==> src/rtl/brr_pkg.sv <==
// Shared widths, codes and types for the bilinear RGB resizer.
// No dependencies.
package brr_pkg;

    localparam int SRC_W      = 8;              // source row/col index bits
    localparam int SRC_DIM    = 1 << SRC_W;     // 256
    localparam int TGT_W      = 10;             // target row/col index bits
    localparam int TGT_DIM    = 1 << TGT_W;     // 1024
    localparam int FRAC_W     = 16;
    localparam int RATIO_W    = SRC_W + FRAC_W; // 24
    localparam int POS_W      = TGT_W + RATIO_W;// 34
    localparam int CH_W       = 8;
    localparam int PIX_W      = 3 * CH_W;
    localparam int BANK_AW    = 2 * (SRC_W - 1);
    localparam int NUM_BANKS  = 4;
    localparam int CFG_W      = 11;
    localparam int WGT_W      = FRAC_W + 1;
    localparam int MIX_W      = FRAC_W + CH_W;          // 24
    localparam int SUM_W      = 2 * FRAC_W + CH_W;      // 40

    localparam logic CMD_LOAD  = 1'b0;
    localparam logic CMD_QUERY = 1'b1;

    localparam logic [1:0] REG_SRC_ROWS = 2'd0;
    localparam logic [1:0] REG_SRC_COLS = 2'd1;
    localparam logic [1:0] REG_TGT_ROWS = 2'd2;
    localparam logic [1:0] REG_TGT_COLS = 2'd3;

    typedef logic [PIX_W-1:0] t_pixel;

    // stage enables handed to the blend unit
    typedef struct packed {
        logic en_mix;
        logic en_out;
    } t_blend_ctl;

endpackage

==> src/rtl/brr_div.sv <==
// Restoring divider, one quotient bit per cycle, for a step ratio.
// Depends on brr_pkg. Restarts on every start request.
module brr_div (
    input  logic                        i_clk,
    input  logic                        i_rst_n,
    input  logic                        i_start,
    input  logic [brr_pkg::SRC_W-1:0]   i_num,
    input  logic [brr_pkg::TGT_W-1:0]   i_den,
    output logic                        o_busy,
    output logic [brr_pkg::RATIO_W-1:0] o_quo
);

    logic                        r_busy;
    logic [4:0]                  r_cnt;
    logic [brr_pkg::TGT_W-1:0]   r_rem;
    logic [brr_pkg::RATIO_W-1:0] r_quo;

    logic [brr_pkg::RATIO_W-1:0] dvd;
    logic [brr_pkg::TGT_W:0]     trial;
    logic                        q_bit;
    logic [brr_pkg::TGT_W-1:0]   n_rem;

    always_comb begin
        dvd   = {i_num, {brr_pkg::FRAC_W{1'b0}}};
        trial = {r_rem, dvd[5'(brr_pkg::RATIO_W - 1) - r_cnt]};
        q_bit = (trial >= {1'b0, i_den});
        n_rem = q_bit ? brr_pkg::TGT_W'(trial - {1'b0, i_den})
                      : brr_pkg::TGT_W'(trial);
    end

    always_ff @(posedge i_clk) begin
        if (!i_rst_n || i_start) begin
            r_busy <= 1'b1;
            r_cnt  <= '0;
            r_rem  <= '0;
        end else if (r_busy) begin
            r_rem  <= n_rem;
            r_quo  <= {r_quo[brr_pkg::RATIO_W-2:0], q_bit};
            r_cnt  <= r_cnt + 5'd1;
            if (r_cnt == 5'(brr_pkg::RATIO_W - 1)) begin
                r_busy <= 1'b0;
            end
        end
    end

    assign o_busy = r_busy;
    assign o_quo  = r_quo;

endmodule

==> config.mk <==
export PLATFORM = sky130hd
export DESIGN_NAME = brr_div
export DESIGN_NICKNAME = d
export VERILOG_FILES = /design/src/rtl/brr_pkg.sv /design/src/rtl/brr_div.sv
export SDC_FILE = /design/constraint.sdc
export NUM_CORES = 1
export LEC_CHECK = 0
export BUFFER_PORTS_ARGS = -buffer_cell sky130_fd_sc_hd__buf_2
export CORE_UTILIZATION = 50
export CTS_CLUSTER_DIAMETER = 60
export DETAILED_ROUTE_END_ITERATION = 8
export PLACE_DENSITY = 0.75
export SYNTH_ARGS = -nofsm -noshare
export SYNTH_HDL_FRONTEND = slang
export SYNTH_SLANG_ARGS = --single-unit
==> constraint.sdc <==
create_clock -name i_clk -period 5.39 [get_ports i_clk]
set_input_delay 0.2695 -clock i_clk [delete_from_list [all_inputs] [get_ports i_clk]]
set_output_delay 0.2695 -clock i_clk [all_outputs]
set_load 0.03 [all_outputs]
==> metrics.csv <==
metric,value,unit
via count,1459,
core box area,0.00374,mm2
FF-to-FF path depth,10,
Die Height,65.1,um
Synth area leader,edfxtp_1,
DR vias/cell,5.31,
largest family of logic cells by synthesized area,simple AND/OR/NAND/NOR gates,
nets,260,
multi-input logic area,876,um2
Boundary Pins,46,
register area share after synthesis,52.4,%
Yosys reg bits,40,
Slew @ Worst Pin,873,ps
status,"finished, final reports clean",
endpoints failing hold,0,
Syn Inst Count,178,
Psw,144,uW
origin of the critical flop-to-flop path,r_cnt[0],
routed len/inst,12.7,um
simple-gate share of the synthesized area,13.2,%
Synth Area in XOR/XNOR,3.96,%
CTS tree,yes,
worst endpoint required time,5620,ps
CP cell instances,mux4_2 -> mux2_2 -> nand3_1 -> ha_1 -> nand2_1 -> nor3_2 -> nor2_1 -> a21oi_2 -> mux2_2 -> a21oi_1,
Final Util,62.4,%
fmax,0.335,GHz
die area,0.00423,mm2
port bufs,45,
Clock Path Buffers,2,
Setup-failing EPs final,0,
post-synth cell types,35,
clock latency at the later pin of the worst-skew pair,290,ps
Final TNS setup,0,ps
CP dominant cell by count,mux2_2,
top-area cell type share of the netlist area,36.2,%
worst vdd ir,0.136,mV
worst min path class,in -> reg,
cell area after synthesis,0.00199,mm2
global-route wire length before repair,5950,um
prevailing post-synth register cell,edfxtp_1,
fin area,0.00234,mm2
GR Overflow Total,0,
mux contribution to synthesized area,7.43,%
Final GP Congestion,0.812,
Leakage,0.000967,uW
Total GRT Usage,18.7,%
post-CTS sizing,0,
synth top area cells,"edfxtp_1, dfxtp_1, ha_1",
Synth Area in Compound Gates,10.9,%
Synthesis Warnings,0,
placed instance area,0.00225,mm2
Rel. slew slack,41.8,%
reg2reg setup slack,2410,ps
Pre-antenna DRT Iters,4,
RSZ-0062 raised after global routing,false,
DRT antenna net count,0,
CTS Buf Count,5,
critical path arrival,3210,ps
WHS,396,ps
share of cells above drive strength 1,27.3,%
number of flops mapped to enable cells by yosys,24,
Clock Skews,4.88,ps
largest net degree at the start of global routing,26,
synthesized area per cell,11.2,um2
CP Capture Point,r_rem[0],
Crit. path cell count,10,
synth-to-layout area growth,17.5,%
fill cell count,343,
Tcrit/Tclk final,55.3,%
crit path max fanout,12,
CP max-delay cell,a21oi_2,
pwr dens,254,mW/mm2
critical path buffer and inverter count,0,
final slew viol count,0,
H-tree depth,2,
worst reg2reg path endpoint,r_rem[0],
minimum clock period,2980,ps
"slowest stage delay, CP",550,ps
final routed DRC violation total,0,
Adder-Cell Fraction of Synth Area,8.56,%
site row count,22,
Startpoint Class,register,
number of global-route vias before repair,1352,
Seq pwr share,56.8,%
Synth Net Count,212,
internal power,450,uW
post-cts hold buffer count,0,
antenna cells,0,
logic gate share of total power,11.5,%
Clk network pwr share,31.7,%
Root Buffer,clkbuf_8,
HPWL after detailed placement,2550,um
total of max-cap violations,0,
die width,65.1,um
antenna violations before repair,0,
Clock transition at path regs,70,ps
starting density of the core,53.1,%
start-to-end type of the worst setup path,reg -> reg,
"FFs w/ async S/R, synth",0,%
postcts setup bufs,0,
Total Wirelength,3490,um
crit end category,register,
"CP delay by family, top",multiplexers,
CTS sink count,40,
1st-iter DRT viols,127,
FF+latch area,0.00104,mm2
switch share,24.2,%
crit path launch,r_cnt[0],
## cells by family after synthesis
group                    Yosys count
AND/OR/NAND/NOR                   48
multiplexers                      12
adder cells (fa/ha/maj)           13
buffers and inverters             17
AO/OA/AOI/OAI                     39
flip-flops                        40
XOR/XNOR                           9
## synthesized netlist by cell type (2+ instances only)
cell and instances:
a211oi_1 2, a21oi_1 17, clkbuf_1 3, dfxtp_1 16, edfxtp_1 24, ha_1 12, inv_1 13, mux2_2 2
mux2i_1 8, mux4_2 2, nand2_1 10, nand2b_1 4, nand3_1 3, nand4_1 2, nor2_1 12, nor2b_1 2
nor3_1 6, nor4b_1 2, o21ai_0 15, xnor2_1 6, xor2_1 3
## cells in the final DEF (no fill, tap or decap)
| cell type | synthesis | layout |
|---|---|---|
| nand3b_1 | 1 | 1 |
| fa_1 | 1 | 1 |
| clkbuf_8 | 0 | 5 |
| o211ai_1 | 1 | 1 |
| a21oi_2 | 1 | 1 |
| nor3_1 | 6 | 6 |
| nand3_1 | 3 | 3 |
| nor3_2 | 1 | 1 |
| edfxtp_1 | 24 | 24 |
| and3_1 | 1 | 1 |
| nor4_2 | 1 | 1 |
| nand2b_1 | 4 | 4 |
| nand4_2 | 1 | 1 |
| nor4b_1 | 2 | 2 |
| buf_2 | 0 | 45 |
| nand2_1 | 10 | 10 |
| mux2i_1 | 8 | 8 |
| and3_2 | 1 | 1 |
| o21ai_1 | 1 | 1 |
| a21oi_1 | 17 | 17 |
| o21ai_0 | 15 | 15 |
| a32o_1 | 1 | 1 |
| clkinvlp_4 | 0 | 1 |
| clkbuf_1 | 3 | 1 |
| mux2_2 | 2 | 2 |
| nor2b_1 | 2 | 2 |
| and4b_2 | 1 | 1 |
| ha_1 | 12 | 12 |
| inv_1 | 13 | 13 |
| a211oi_1 | 2 | 2 |
| nor2_1 | 12 | 12 |
| nand4_1 | 2 | 2 |
| a311o_1 | 1 | 1 |
| mux4_2 | 2 | 2 |
| dfxtp_1 | 16 | 16 |
| xor2_1 | 3 | 3 |
| xnor2_1 | 6 | 6 |
| clkinv_2 | 0 | 1 |
## routing by layer
metal / up-vias / routed length, um / global-route usage, %
li1: 746 / - / -
met1: 659 / 1700 / 24.5
met2: 48 / 1510 / 29.2
met3: 6 / 235 / 5.99
met4: 0 / 46 / 5.71
met5: - / 0 / 0
## power groups by stage
stage | clock network, uW | registers [uW] | logic [uW]
final | 189 | 337 | 68.1
after global routing | 207 | 339 | 75.4
after global placement | 0 | 344 | 67.6
after detailed placement | 0 | 344 | 68.3
after CTS | 196 | 338 | 68.5
after floorplan | 0 | 357 | 35.4
## final cells by class
class | count | share of cell area [%]
flip-flops and latches | 40 | 44.6
multi-input cells | 121 | 37.5
clock buffers | 6 | 3.11
well taps | 48 | 2.57
inverters | 13 | 2.09
repair buffers | 45 | 9.64
clock inverters | 2 | 0.536
## stage by stage
stage	setup WS, ps	total power, uW	instances
global placement	2510	412	267
finish	2410	594	275
global route	2190	621	275
detailed placement	2420	413	267
floorplan	2800	392	178
CTS	2400	602	275
## worst min path at each step
stage                         start         to  slack, ps  cells after the start
after CTS                   i_start     o_busy        380                      3
final                       i_start     o_busy        400                      3
after floorplan            r_rem[7]   r_rem[7]        480                      2
after global placement     o_quo[2]   o_quo[3]        430                      0
after global routing        i_start     o_busy        430                      3
after detailed placement  o_quo[18]  o_quo[19]        430                      0
## sequential cells by signal (all words and copies together), names as in the netlist
| name | cells |
|---|---|
| o_quo | 24 |
| r_rem | 10 |
| r_cnt | 5 |
| o_busy | 1 |
## tightest hold or removal path: cells and delay by family
kind | cells | cell delay, ps
buf+inv | 1 | 80
simple gates | 1 | 160
compound gates | 1 | 130
Note: power is estimated with default switching activity, not from simulation.
